`src/sv/tlprq_pkg.sv`:
```
// ----------------------------------------------------------------------------
// tlprq_pkg
// Shared types and codes for the three-level priority run queue.
// ----------------------------------------------------------------------------
package tlprq_pkg;

    localparam int KIND_W   = 2;
    localparam int ID_W     = 8;
    localparam int PRI_W    = 2;
    localparam int STATUS_W = 2;
    localparam int LEVELS   = 3;

    typedef enum logic [KIND_W-1:0] {
        KIND_ENQ   = 2'd0,
        KIND_DEQ   = 2'd1,
        KIND_FLUSH = 2'd2
    } t_kind;

    typedef enum logic [STATUS_W-1:0] {
        ST_OK     = 2'd0,
        ST_FULL   = 2'd1,
        ST_BADPRI = 2'd2,
        ST_EMPTY  = 2'd3
    } t_status;

    localparam logic [PRI_W-1:0] LVL_LOW  = 2'd0;
    localparam logic [PRI_W-1:0] LVL_MID  = 2'd1;
    localparam logic [PRI_W-1:0] LVL_HIGH = 2'd2;

    typedef struct packed {
        logic [KIND_W-1:0] kind;
        logic [ID_W-1:0]   thread_id;
        logic [PRI_W-1:0]  priority_req;
    } t_cmd;

    typedef struct packed {
        logic [STATUS_W-1:0] status;
        logic [ID_W-1:0]     next_thread;
        logic [PRI_W-1:0]    from_level;
    } t_rsp;

endpackage

```
`src/sv/tlprq_cmd_if.sv`:
```
// ----------------------------------------------------------------------------
// tlprq_cmd_if
// Command channel: valid/ready handshake carrying one queue operation.
// ----------------------------------------------------------------------------
interface tlprq_cmd_if import tlprq_pkg::*; ();
    logic valid;
    logic ready;
    t_cmd data;

    modport source (output valid, output data, input ready);
    modport sink   (input valid, input data, output ready);
endinterface

```
`src/sv/tlprq_rsp_if.sv`:
```
// ----------------------------------------------------------------------------
// tlprq_rsp_if
// Response channel: valid/ready handshake carrying one operation result.
// ----------------------------------------------------------------------------
interface tlprq_rsp_if import tlprq_pkg::*; ();
    logic valid;
    logic ready;
    t_rsp data;

    modport source (output valid, output data, input ready);
    modport sink   (input valid, input data, output ready);
endinterface

```
`src/sv/tlprq_ram.sv`:
```
// ----------------------------------------------------------------------------
// tlprq_ram
// Simple dual-port RAM: one write port, one read port with registered data.
// ----------------------------------------------------------------------------
module tlprq_ram #(
    parameter int WIDTH = 8,
    parameter int DEPTH = 32
) (
    input  logic                     i_clk,
    input  logic                     i_wr_en,
    input  logic [$clog2(DEPTH)-1:0] i_wr_addr,
    input  logic [WIDTH-1:0]         i_wr_data,
    input  logic                     i_rd_en,
    input  logic [$clog2(DEPTH)-1:0] i_rd_addr,
    output logic [WIDTH-1:0]         o_rd_data
);

    logic [WIDTH-1:0] r_mem [DEPTH];

    always_ff @(posedge i_clk) begin
        if (i_wr_en) begin
            r_mem[i_wr_addr] <= i_wr_data;
        end
        if (i_rd_en) begin
            o_rd_data <= r_mem[i_rd_addr];
        end
    end

endmodule

```
`src/sv/three_level_priority_run_queue.sv`:
```
// ----------------------------------------------------------------------------
// three_level_priority_run_queue
// Strict-priority run queue: three FIFOs of thread IDs in RAM, dequeue from
// the highest non-empty level.
// ----------------------------------------------------------------------------
//  channel | dir | payload                               | handshake
//  --------+-----+---------------------------------------+-------------
//  i_cmd   | in  | kind, thread_id, priority_req         | valid/ready
//  o_rsp   | out | status, next_thread, from_level       | valid/ready
//
//  One operation per cycle while o_rsp is not stalled; each result appears in the
//  cycle after its command beat, as the store RAM returns the head entry registered.
//  Head pointers and fill counts sit in flops and update at the command beat,
//  so back-to-back operations on the same level see current state.
//  i_rst_n (synchronous) empties all queues; store contents are not cleared.
//  A stalled result holds o_rsp and blocks i_cmd until it is taken.
// ----------------------------------------------------------------------------
module three_level_priority_run_queue import tlprq_pkg::*; #(
    parameter int QUEUE_DEPTH = 32,
    parameter int ID_BITS     = 8
) (
    input  logic         i_clk,
    input  logic         i_rst_n,
    tlprq_cmd_if.sink    i_cmd,
    tlprq_rsp_if.source  o_rsp
);

    localparam int PTR_W   = $clog2(QUEUE_DEPTH);
    localparam int CNT_W   = $clog2(QUEUE_DEPTH + 1);
    localparam int SUM_W   = CNT_W + 1;
    localparam int STORE_W = (ID_BITS < ID_W) ? ID_BITS : ID_W;

    logic [PTR_W-1:0]    r_head [LEVELS];
    logic [PTR_W-1:0]    n_head [LEVELS];
    logic [CNT_W-1:0]    r_fill [LEVELS];
    logic [CNT_W-1:0]    n_fill [LEVELS];

    logic                r_out_valid;
    logic [STATUS_W-1:0] r_status;
    logic [STATUS_W-1:0] n_status;
    logic                r_deq_ok;
    logic                n_deq_ok;
    logic [PRI_W-1:0]    r_lvl;
    logic [PRI_W-1:0]    n_lvl;

    logic                accept;
    logic [LEVELS-1:0]   wr_en;
    logic [LEVELS-1:0]   rd_en;
    logic [PTR_W-1:0]    tail;
    logic [SUM_W-1:0]    tail_sum;
    logic [PRI_W-1:0]    enq_lvl;
    logic [PRI_W-1:0]    deq_lvl;
    logic                any_ready;
    logic [STORE_W-1:0]  wr_data;
    logic [STORE_W-1:0]  rd_data [LEVELS];

    assign i_cmd.ready = !r_out_valid || o_rsp.ready;
    assign accept      = i_cmd.valid && i_cmd.ready;
    assign wr_data     = i_cmd.data.thread_id[STORE_W-1:0];

    // bad priority maps to low here; the write is suppressed anyway
    assign enq_lvl = (i_cmd.data.priority_req > LVL_HIGH) ? LVL_LOW
                                                          : i_cmd.data.priority_req;

    assign tail_sum = SUM_W'(r_head[enq_lvl]) + SUM_W'(r_fill[enq_lvl]);
    assign tail     = (tail_sum >= SUM_W'(QUEUE_DEPTH))
                    ? PTR_W'(tail_sum - SUM_W'(QUEUE_DEPTH))
                    : PTR_W'(tail_sum);

    always_comb begin
        any_ready = 1'b1;
        priority if (r_fill[LVL_HIGH] != '0) begin
            deq_lvl = LVL_HIGH;
        end else if (r_fill[LVL_MID] != '0) begin
            deq_lvl = LVL_MID;
        end else if (r_fill[LVL_LOW] != '0) begin
            deq_lvl = LVL_LOW;
        end else begin
            deq_lvl   = LVL_LOW;
            any_ready = 1'b0;
        end
    end

    always_comb begin
        n_head   = r_head;
        n_fill   = r_fill;
        wr_en    = '0;
        rd_en    = '0;
        n_status = ST_OK;
        n_deq_ok = 1'b0;
        n_lvl    = LVL_LOW;
        if (accept) begin
            unique case (i_cmd.data.kind)
                KIND_ENQ: begin
                    priority if (i_cmd.data.priority_req > LVL_HIGH) begin
                        n_status = ST_BADPRI;
                    end else if (r_fill[enq_lvl] == CNT_W'(QUEUE_DEPTH)) begin
                        n_status = ST_FULL;
                    end else begin
                        wr_en[enq_lvl]  = 1'b1;
                        n_fill[enq_lvl] = r_fill[enq_lvl] + 1'b1;
                    end
                end
                KIND_DEQ: begin
                    if (!any_ready) begin
                        n_status = ST_EMPTY;
                    end else begin
                        rd_en[deq_lvl]  = 1'b1;
                        n_fill[deq_lvl] = r_fill[deq_lvl] - 1'b1;
                        n_head[deq_lvl] = (r_head[deq_lvl] == PTR_W'(QUEUE_DEPTH - 1))
                                        ? '0 : r_head[deq_lvl] + 1'b1;
                        n_deq_ok        = 1'b1;
                        n_lvl           = deq_lvl;
                    end
                end
                KIND_FLUSH: begin
                    for (int l = 0; l < LEVELS; l++) begin
                        n_head[l] = '0;
                        n_fill[l] = '0;
                    end
                end
                default: begin
                end
            endcase
        end
    end

    always_ff @(posedge i_clk) begin
        if (!i_rst_n) begin
            for (int l = 0; l < LEVELS; l++) begin
                r_head[l] <= '0;
                r_fill[l] <= '0;
            end
            r_out_valid <= 1'b0;
        end else begin
            r_head <= n_head;
            r_fill <= n_fill;
            if (accept) begin
                r_out_valid <= 1'b1;
            end else if (o_rsp.ready) begin
                r_out_valid <= 1'b0;
            end
        end
    end

    always_ff @(posedge i_clk) begin
        if (accept) begin
            r_status <= n_status;
            r_deq_ok <= n_deq_ok;
            r_lvl    <= n_lvl;
        end
    end

    for (genvar g = 0; g < LEVELS; g++) begin : g_store
        tlprq_ram #(
            .WIDTH (STORE_W),
            .DEPTH (QUEUE_DEPTH)
        ) u_ram (
            .i_clk     (i_clk),
            .i_wr_en   (wr_en[g]),
            .i_wr_addr (tail),
            .i_wr_data (wr_data),
            .i_rd_en   (rd_en[g]),
            .i_rd_addr (r_head[g]),
            .o_rd_data (rd_data[g])
        );
    end

    // RAM read data holds while the result is stalled: no read is issued
    assign o_rsp.valid            = r_out_valid;
    assign o_rsp.data.status      = r_status;
    assign o_rsp.data.next_thread = r_deq_ok ? ID_W'(rd_data[r_lvl]) : '0;
    assign o_rsp.data.from_level  = r_lvl;

endmodule

```
`src/flat_wrapper.sv`:
```
// flat-port wrapper written by rule: the top's interface ports become plain ports
module three_level_priority_run_queue_flat import tlprq_pkg::*;
#(
    parameter int QUEUE_DEPTH = 32,
    parameter int ID_BITS     = 8
)
  (i_clk, i_rst_n, i_cmd_valid, i_cmd_data, i_cmd_ready, o_rsp_valid, o_rsp_data, o_rsp_ready);
  tlprq_cmd_if i_cmd_i ();
  tlprq_rsp_if o_rsp_i ();
  input  logic i_clk;
  input  logic i_rst_n;
  input wire logic [$bits(i_cmd_i.valid)-1:0] i_cmd_valid;
  input wire logic [$bits(i_cmd_i.data)-1:0] i_cmd_data;
  output wire logic [$bits(i_cmd_i.ready)-1:0] i_cmd_ready;
  output wire logic [$bits(o_rsp_i.valid)-1:0] o_rsp_valid;
  output wire logic [$bits(o_rsp_i.data)-1:0] o_rsp_data;
  input wire logic [$bits(o_rsp_i.ready)-1:0] o_rsp_ready;
  assign i_cmd_i.valid = i_cmd_valid;
  assign i_cmd_i.data = i_cmd_data;
  assign i_cmd_ready = i_cmd_i.ready;
  assign o_rsp_valid = o_rsp_i.valid;
  assign o_rsp_data = o_rsp_i.data;
  assign o_rsp_i.ready = o_rsp_ready;
  three_level_priority_run_queue #(.QUEUE_DEPTH(QUEUE_DEPTH), .ID_BITS(ID_BITS)) u_core (.i_clk(i_clk), .i_rst_n(i_rst_n), .i_cmd(i_cmd_i), .o_rsp(o_rsp_i));
endmodule
```
`config.mk`:
```
export PLATFORM = sky130hd
export DESIGN_NAME = three_level_priority_run_queue_flat
export DESIGN_NICKNAME = d
export VERILOG_FILES = /design/src/sv/tlprq_pkg.sv /design/src/sv/tlprq_cmd_if.sv /design/src/sv/tlprq_rsp_if.sv /design/src/sv/tlprq_ram.sv /design/src/sv/three_level_priority_run_queue.sv /design/src/flat_wrapper.sv
export SDC_FILE = /design/constraint.sdc
export NUM_CORES = 1
export LEC_CHECK = 0
export ABC_AREA = 1
export ABC_CLOCK_PERIOD_IN_PS = 4800
export BUFFER_PORTS_ARGS = -buffer_cell sky130_fd_sc_hd__buf_4
export CAP_MARGIN = 0
export CORE_MARGIN = 5
export CORE_UTILIZATION = 45
export CTS_BUF_LIST = sky130_fd_sc_hd__clkbuf_4
export DETAILED_ROUTE_END_ITERATION = 10
export PLACE_DENSITY = 0.59
export SYNTH_ARGS = -nofsm -noshare
export SYNTH_HDL_FRONTEND = slang
export SYNTH_SLANG_ARGS = --single-unit
```
`constraint.sdc`:
```
create_clock -name i_clk -period 4.8 [get_ports i_clk]
set_input_delay 0.96 -clock i_clk [delete_from_list [all_inputs] [get_ports i_clk]]
set_output_delay 0.96 -clock i_clk [all_outputs]
set_load 0.01 [all_outputs]
```
==> flow_metrics.env, run 1 <==
export IMPL_status="complete, no violations"
export IMPL_slowest_delay_ps=830
export IMPL_rsz0062_at_grt="false"
export IMPL_power_mw=14.9
export IMPL_mostFrequentLayoutCell="edfxtp_1"
export IMPL_setup_viol=0
export IMPL_ctsResizeCount=0
export IMPL_grt_usage_pct=24.5
export IMPL_fin_crit_sh_pct=87.9
export IMPL_die_area_um2=82300
export IMPL_end_kind="primary output"
export IMPL_p_int_mw=11.2
export IMPL_cap_violations=0
export IMPL_yosys_area_share_adder_pct=0.711
export IMPL_synth_xor_area_share_pct=0.149
export IMPL_critical_path_top_delay_family="compound AO/OA/AOI/OAI gates"
export IMPL_netlist_top_cells_area="edfxtp_1 69%, nor2_1 6.6%, o21ai_0 6.5%, o221ai_1 3.9%, dfxtp_1 2.0%"
export IMPL_slew_headroom_pct=29.1
export IMPL_dr_pass1_iters=6
export IMPL_synth_top_cell_by_area="edfxtp_1"
export IMPL_core_um2=75900
export IMPL_ctsRootBufferMaster="clkbuf_4"
export IMPL_grt_remaining_overflow=0
export IMPL_grt_pass1_wl_um=151000
export IMPL_postSynthAreaPerCell_um2=12.4
export IMPL_yosysUniqueCellTypes=44
export IMPL_port_buffers=29
export IMPL_tightest_slew_ps=1060
export IMPL_r2r_cells=9
export IMPL_clock_power_share_pct=38.5
export IMPL_finalHoldViolCount=0
export IMPL_leakage_nw=13.3
export IMPL_clock_path_buffers=3
export IMPL_final_setup_tns_ps=0
export IMPL_ant_nets=0
export IMPL_remaining_drc_errors=0
export IMPL_yosysWarningCount=0
export IMPL_crit_path_start="u_core.r_lvl[0]$_SDFFCE_PN0P_"
export IMPL_combPwrFrac_pct=7.8
export IMPL_cts_inserted_buffers=205
export IMPL_finalNonFillerCells=4193
export IMPL_cts_tree="done"
export IMPL_drt_initial_drc_count=2777
export IMPL_hold_worst_slack_ps=266
export IMPL_grt_max_degree=127
export IMPL_ff2ff_setup_slack_ps=1070
export IMPL_synth_simple_area_share_pct=11.1
export IMPL_syn_to_final_growth_pct=13.2
export IMPL_fp_row_count=101
export IMPL_htree_levels=4
export IMPL_critPathSlowestCell="edfxtp_1"
export IMPL_clock_sinks=831
export IMPL_cts_setup_buffers=0
export IMPL_vdd_ir_drop_max_mv=0.262
export IMPL_antenna_found_initial=2
export IMPL_synth_compound_area_share_pct=13.3
export IMPL_crit_path_start_kind="flop"
export IMPL_critPathMaxFanout=11
export IMPL_met3_length_um=9030
export IMPL_top_layer="met4"
export IMPL_synth_seq_cells=831
export IMPL_wirelength_um=102000
export IMPL_dr_total_vias=24600
export IMPL_synth_area_um2=34500
export IMPL_netSwitchingFraction_pct=25.1
export IMPL_crit_required_ps=3840
export IMPL_clk_pin_slew_ps=80
export IMPL_cp_arrival_ps=3260
export IMPL_fin_nets=3036
export IMPL_viasPerCell=5.86
export IMPL_power_density_nw_per_um2=382
export IMPL_p_sw_mw=3.75
export IMPL_holdBufCountCts=0
export IMPL_die_h_um=287
export IMPL_whs_endpoint="u_core.r_fill[5]$_SDFFE_PN0P_"
export IMPL_worstPathCellList="inv_1 > o21ai_0 > a21oi_1 > buf_4"
export IMPL_synth_mux_area_share_pct=0
export IMPL_initial_core_util_pct=45.4
export IMPL_netlist_instances=2791
export IMPL_yosysSeqAreaShare_pct=71.4
export IMPL_wl_met1_um=42400
export IMPL_ios=30
export IMPL_hold_path_depth=3
export IMPL_skew_ps=83.4
export IMPL_cp_depth=4
export IMPL_hp_class="in2reg"
export IMPL_rr_endpoint="u_core.g_store[1].u_ram.r_mem[0][4]$_DFFE_PP_"
export IMPL_grt_pass1_vias=24300
export IMPL_dp_cells=3824
export IMPL_drv_slew=0
export IMPL_synth_top_family_by_area="compound AO/OA/AOI/OAI gates"
export IMPL_path_class="reg2out"
export IMPL_wl_per_cell_um=24.4
export IMPL_wl_met2_um=46700
export IMPL_drive_gt1_share_pct=18.1
export IMPL_place_hpwl_um=63000
export IMPL_hp_start="i_rst_n"
export IMPL_place_congestion=0.902
export IMPL_die_x_um=287
export IMPL_r2r_start="u_core.r_head[0]$_SDFFE_PN0P_"
export IMPL_power_frac_seq_pct=53.7
export IMPL_synth_top_area_share_pct=69.4
export IMPL_final_cell_mix="797 x edfxtp_1, 602 x nor2_1, 445 x o21ai_0"
export IMPL_clk_latency_ps=1090
export IMPL_fin_util_pct=51.4
export IMPL_worst_path_buf_inv=2
export IMPL_syn_num_nets=2826
export IMPL_fmax_ghz=0.237
export IMPL_fin_crit_ps=4220
-- cell families (layout without fill, tap and decap cells) --
logic type	count (synthesis)	in the layout
and+or+nand+nor	890	890
other	0	5
adders and majority gates	19	19
xor gates and xnor gates	5	5
buffers and inverters	286	653
DFF	831	831
AOI/OAI and AO/OA	760	760
-- tightest hold or removal path: cells and delay by family --
family	cells	cell delay [ps]
compound gates	1	40
buf+inv	1	190
simple gates	1	90
-- metrics by stage --
step	cell area, um2	setup slack, ps
floorplan	34500	594
global placement	36500	151
detailed placement	36500	128
CTS	39000	603
global route	39000	582
finish	39000	580
-- routing by layer --
| layer | GRT usage (%) | up-vias |
|---|---|---|
| met1 | 33.2 | 12200 |
| met2 | 37.4 | 1213 |
| li1 | - | 11000 |
| met4 | 10.7 | 0 |
| met5 | 0 | - |
| met3 | 6.61 | 209 |
-- worst max path at each step --
| stage | endpoint | slack [ps] |
|---|---|---|
| 4_1_cts | o_rsp_data[6] | 600 |
| 3_5_place_dp | u_core.g_store[1].u_ram.r_mem[0][5]$_DFFE_PP_ | 130 |
| 6_report | o_rsp_data[6] | 580 |
| 2_1_floorplan | u_core.g_store[0].u_ram.r_mem[3][0]$_DFFE_PP_ | 590 |
| 3_3_place_gp | u_core.g_store[1].u_ram.r_mem[0][6]$_DFFE_PP_ | 150 |
| 5_1_grt | o_rsp_data[5] | 580 |
-- cells in the mapped netlist, drive strengths merged --
| library cell | count |
|---|---|
| inv | 93 |
| fa | 1 |
| a21oi | 58 |
| nand4 | 41 |
| nand3 | 90 |
| xor2 | 3 |
| dfxtp | 34 |
| a22oi | 1 |
| clkinv | 3 |
| o22ai | 43 |
| edfxtp | 797 |
| o21ai | 454 |
| buf | 29 |
| nand2 | 148 |
| or2 | 1 |
| a32oi | 22 |
| o221ai | 154 |
| nand3b | 2 |
| ha | 18 |
| nor3 | 4 |
| nor2 | 604 |
| clkbuf | 161 |
| xnor2 | 2 |
| a31oi | 26 |
| o211ai | 2 |
-- final cells by class --
type | instances | area [um2]
inverter | 96 | 364
timing repair buffer | 193 | 1480
fill | 6676 | 36900
multi-input combinational | 1674 | 8710
clock buffer | 292 | 2190
tap | 1030 | 1290
antenna | 5 | 12.5
sequential | 831 | 24600
clock inverter | 72 | 369
-- flip-flops by register name, indices dropped and copies added, names as in the netlist --
| name | cells |
|---|---|
| u_core.r_status | 2 |
| u_core.g_store.u_ram.r_mem | 768 |
| u_core.r_lvl | 2 |
| u_core.g_store.u_ram.o_rd_data | 24 |
| u_core.r_head | 15 |
| u_core.r_fill | 18 |
| u_core.r_deq_ok | 1 |
| u_core.o_rsp.valid | 1 |
-- power by group through the flow --
stage               sequential, mW  clock, mW  combinational (mW)
finish                        8.01       5.75                1.16
global route                  8.01       6.29                1.26
CTS                           8.01       5.89                1.14
detailed placement            8.17          0                1.14
global placement              8.17          0                1.13
floorplan                     8.15          0               0.679
Power figures use the tool's default switching activity.
==> inputs of run 2 (changes only) <==
--- a/config.mk
+++ b/config.mk
@@ -16,4 +16,5 @@
 export PLACE_DENSITY = 0.59
 export SYNTH_ARGS = -nofsm -noshare
 export SYNTH_HDL_FRONTEND = slang
+export SYNTH_HIERARCHICAL = 1
 export SYNTH_SLANG_ARGS = --single-unit
==> run 2 against run 1 <==
Sequential share of layout area is 1.5 points lower. Register-to-register slack better by 70 ps. Highest routed layer unchanged. Critical path type unchanged. Clock-buffer cell count is 2 higher. Wire length is 5.9% lower. Worst hold slack better by 14 ps. Global-route usage is 2.4 points lower. Largest power group unchanged. Maximum frequency is 2.0% higher. Clock skew is 4.7 ps lower.
==> flow_metrics.env, run 2 <==
export IMPL_status="complete, no violations"
export IMPL_crit_path_start_kind="flop"
export IMPL_cts_tree="done"
export IMPL_final_setup_worst_slack_ps=661
export IMPL_drt_initial_drc_count=2486
export IMPL_die_area_um2=85500
export IMPL_leakage_nw=15.0
export IMPL_place_hpwl_um=58900
export IMPL_critPathMaxFanout=10
export IMPL_fmax_ghz=0.242
export IMPL_final_setup_tns_ps=0
export IMPL_ios=30
export IMPL_grt_usage_pct=22.1
export IMPL_hp_class="in2reg"
export IMPL_synth_most_common_cell="nand2_1"
export IMPL_netlist_top_cells_area="edfxtp_1 67%, nand2_1 13%, nand3_1 8.8%, buf_6 2.4%, dfxtp_1 1.9%"
export IMPL_regMostFlops="u_core/g_store.u_ram/r_mem"
export IMPL_antenna_found_initial=3
export IMPL_port_buffers=29
export IMPL_mostFrequentLayoutCell="nand2_1"
export IMPL_placed_area_um2=37400
export IMPL_remaining_drc_errors=0
export IMPL_fp_row_count=103
export IMPL_critPathSlowestCell="a21oi_1"
export IMPL_ant_nets=0
export IMPL_rsz0062_at_grt="false"
export IMPL_grt_pass1_vias=25200
export IMPL_grt_pass1_wl_um=145000
export IMPL_worst_path_buf_inv=2
export IMPL_critical_path_top_delay_family="compound AO/OA/AOI/OAI gates"
export IMPL_worstPathCellList="inv_1 > nor2_1 > nand2_1 > a21oi_1 > buf_4"
export IMPL_cap_violations=0
export IMPL_dr_pass1_iters=6
export IMPL_grt_max_degree=129
export IMPL_synth_common_cells="1209 x nand2_1, 797 x edfxtp_1, 633 x nand3_1"
export IMPL_cts_setup_buffers=0
export IMPL_crit_required_ps=3840
export IMPL_die_x_um=292
export IMPL_wirelength_um=96200
export IMPL_viasPerCell=5.39
export IMPL_vdd_ir_drop_max_mv=0.184
export IMPL_path_class="reg2out"
export IMPL_tightest_slew_ps=1250
export IMPL_slowest_delay_ps=720
export IMPL_synthFlopType="edfxtp_1"
export IMPL_clock_path_buffers=3
export IMPL_ctsRootBufferMaster="clkbuf_4"
export IMPL_synth_edf_count=797
export IMPL_largest_reg_flops=768
export IMPL_dp_cells=4355
export IMPL_clock_sinks=831
export IMPL_syn_to_final_growth_pct=11.5
export IMPL_synth_top_area_share_pct=66.7
export IMPL_skew_ps=78.6
export IMPL_finalNonFillerCells=4726
export IMPL_ctsResizeCount=0
export IMPL_dr_total_vias=25500
export IMPL_clk_latency_ps=1080
export IMPL_yosysSeqAreaShare_pct=68.6
export IMPL_initial_core_util_pct=45.4
export IMPL_cp_arrival_ps=3180
export IMPL_clk_pin_slew_ps=70
export IMPL_yosysWarningCount=6
export IMPL_fillers=7074
export IMPL_syn_num_nets=3320
export IMPL_htree_levels=4
export IMPL_power_mw=15.2
export IMPL_drv_slew=0
export IMPL_synth_area_um2=35900
export IMPL_synth_top_cell_by_area="edfxtp_1"
export IMPL_stdcell_area_um2=40000
export IMPL_setup_viol=0
export IMPL_fin_crit_ps=4140
export IMPL_holdBufCountCts=0
export IMPL_async_flop_share_pct=0
export IMPL_final_cell_mix="1209 x nand2_1, 797 x edfxtp_1, 633 x nand3_1"
export IMPL_cts_inserted_buffers=210
export IMPL_pre_cts_slack_ps=-73.1
export IMPL_synth_seq_cells=831
export IMPL_grt_remaining_overflow=0
export IMPL_slew_headroom_pct=16.6
export IMPL_finalHoldViolCount=0
export IMPL_power_density_nw_per_um2=379
export IMPL_largestRegisters="u_core/g_store.u_ram/r_mem (768), u_core/g_store.u_ram/o_rd_data (24), u_core/r_fill (18)"
export IMPL_wl_per_cell_um=20.4
export IMPL_die_h_um=292
export IMPL_fin_crit_sh_pct=86.2
export IMPL_yosysUniqueCellTypes=43
export IMPL_fin_nets=3551
export IMPL_drive_gt1_share_pct=15.3
export IMPL_end_kind="primary output"
export IMPL_core_um2=79000
export IMPL_place_congestion=0.901
export IMPL_netlist_instances=3286
export IMPL_postSynthAreaPerCell_um2=10.9
[run 2: cell types whose count changed after synthesis, moves of 35 or more]
cell      delta
buf_2       +35
o21ai_0    -414
nand3_1    +546
buf_6       +73
nand2_1   +1069
clkbuf_1   -136
nor2_1     -436
o221ai_1   -153
[run 2: metrics by stage]
| stage | hold WS (ps) | utilization (%) |
|---|---|---|
| 3_3_place_gp | 481 | 47.3 |
| 5_1_grt | 201 | 50.6 |
| 3_5_place_dp | 499 | 47.3 |
| 4_1_cts | 142 | 50.6 |
| 6_report | 280 | 50.6 |
| 2_1_floorplan | 452 | - |
[run 2: final cells by class]
| type | count | area (um2) | share of cell area, % |
|---|---|---|---|
| repair buffers | 189 | 1460 | 3.65 |
| clock inverters | 75 | 444 | 1.11 |
| diodes | 2 | 5.00 | 0.0125 |
| well taps | 1050 | 1310 | 3.28 |
| inverters | 106 | 404 | 1.01 |
| multi-input cells | 2179 | 9540 | 23.9 |
| clock buffers | 294 | 2210 | 5.52 |
| flip-flops and latches | 831 | 24600 | 61.6 |
[run 2: power breakdown]
group	switching (mW)	total, mW	internal [mW]
sequential	0.0314	8.01	7.98
clock	2.88	5.80	2.92
combinational	1.03	1.37	0.334
[run 2: kinds of logic (layout without fill, tap and decap cells)]
logic type               after synthesis  count (layout)  share of synthesized area [%]
AO/OA/AOI/OAI                        116             116                           1.88
XOR/XNOR                               7               7                          0.171
adder cells (fa/ha/maj)               18              18                          0.649
buffers and inverters                276             664                           4.81
flip-flops                           831             831                           68.6
other                                  0               2                              0
AND/OR/NAND/NOR                     2038            2038                           23.9
[run 2: worst paths after layout]
check | cells after the start | from | slack, ps | endpoint
max | 5 | u_core/r_lvl[1]$_SDFFCE_PN0P_ | 660 | o_rsp_data[5]
min | 3 | i_rst_n | 280 | u_core/r_fill[10]$_SDFFE_PN0P_
max reg2reg | 13 | u_core/r_fill[12]$_SDFFE_PN0P_ | 1140 | u_core/g_store[2].u_ram/r_mem[16][5]$_DFFE_PP_
min reg2reg | 2 | u_core/r_head[10]$_SDFFE_PN0P_ | 520 | u_core/r_head[10]$_SDFFE_PN0P_
[run 2: worst min-delay path, delay by kind of cell]
kind | cells | cell delay [ps]
AND/OR/NAND/NOR | 1 | 80
AO/OA/AOI/OAI | 1 | 40
buffers and inverters | 1 | 180
[run 2: per-layer routing]
layer	vias up	global-route usage (%)	part of all wire (%)
met1	12300	30.5	43
met2	1125	35.0	46
met4	0	8.17	2.6
met3	184	4.63	8.3
li1	11900	-	-
met5	-	0	0
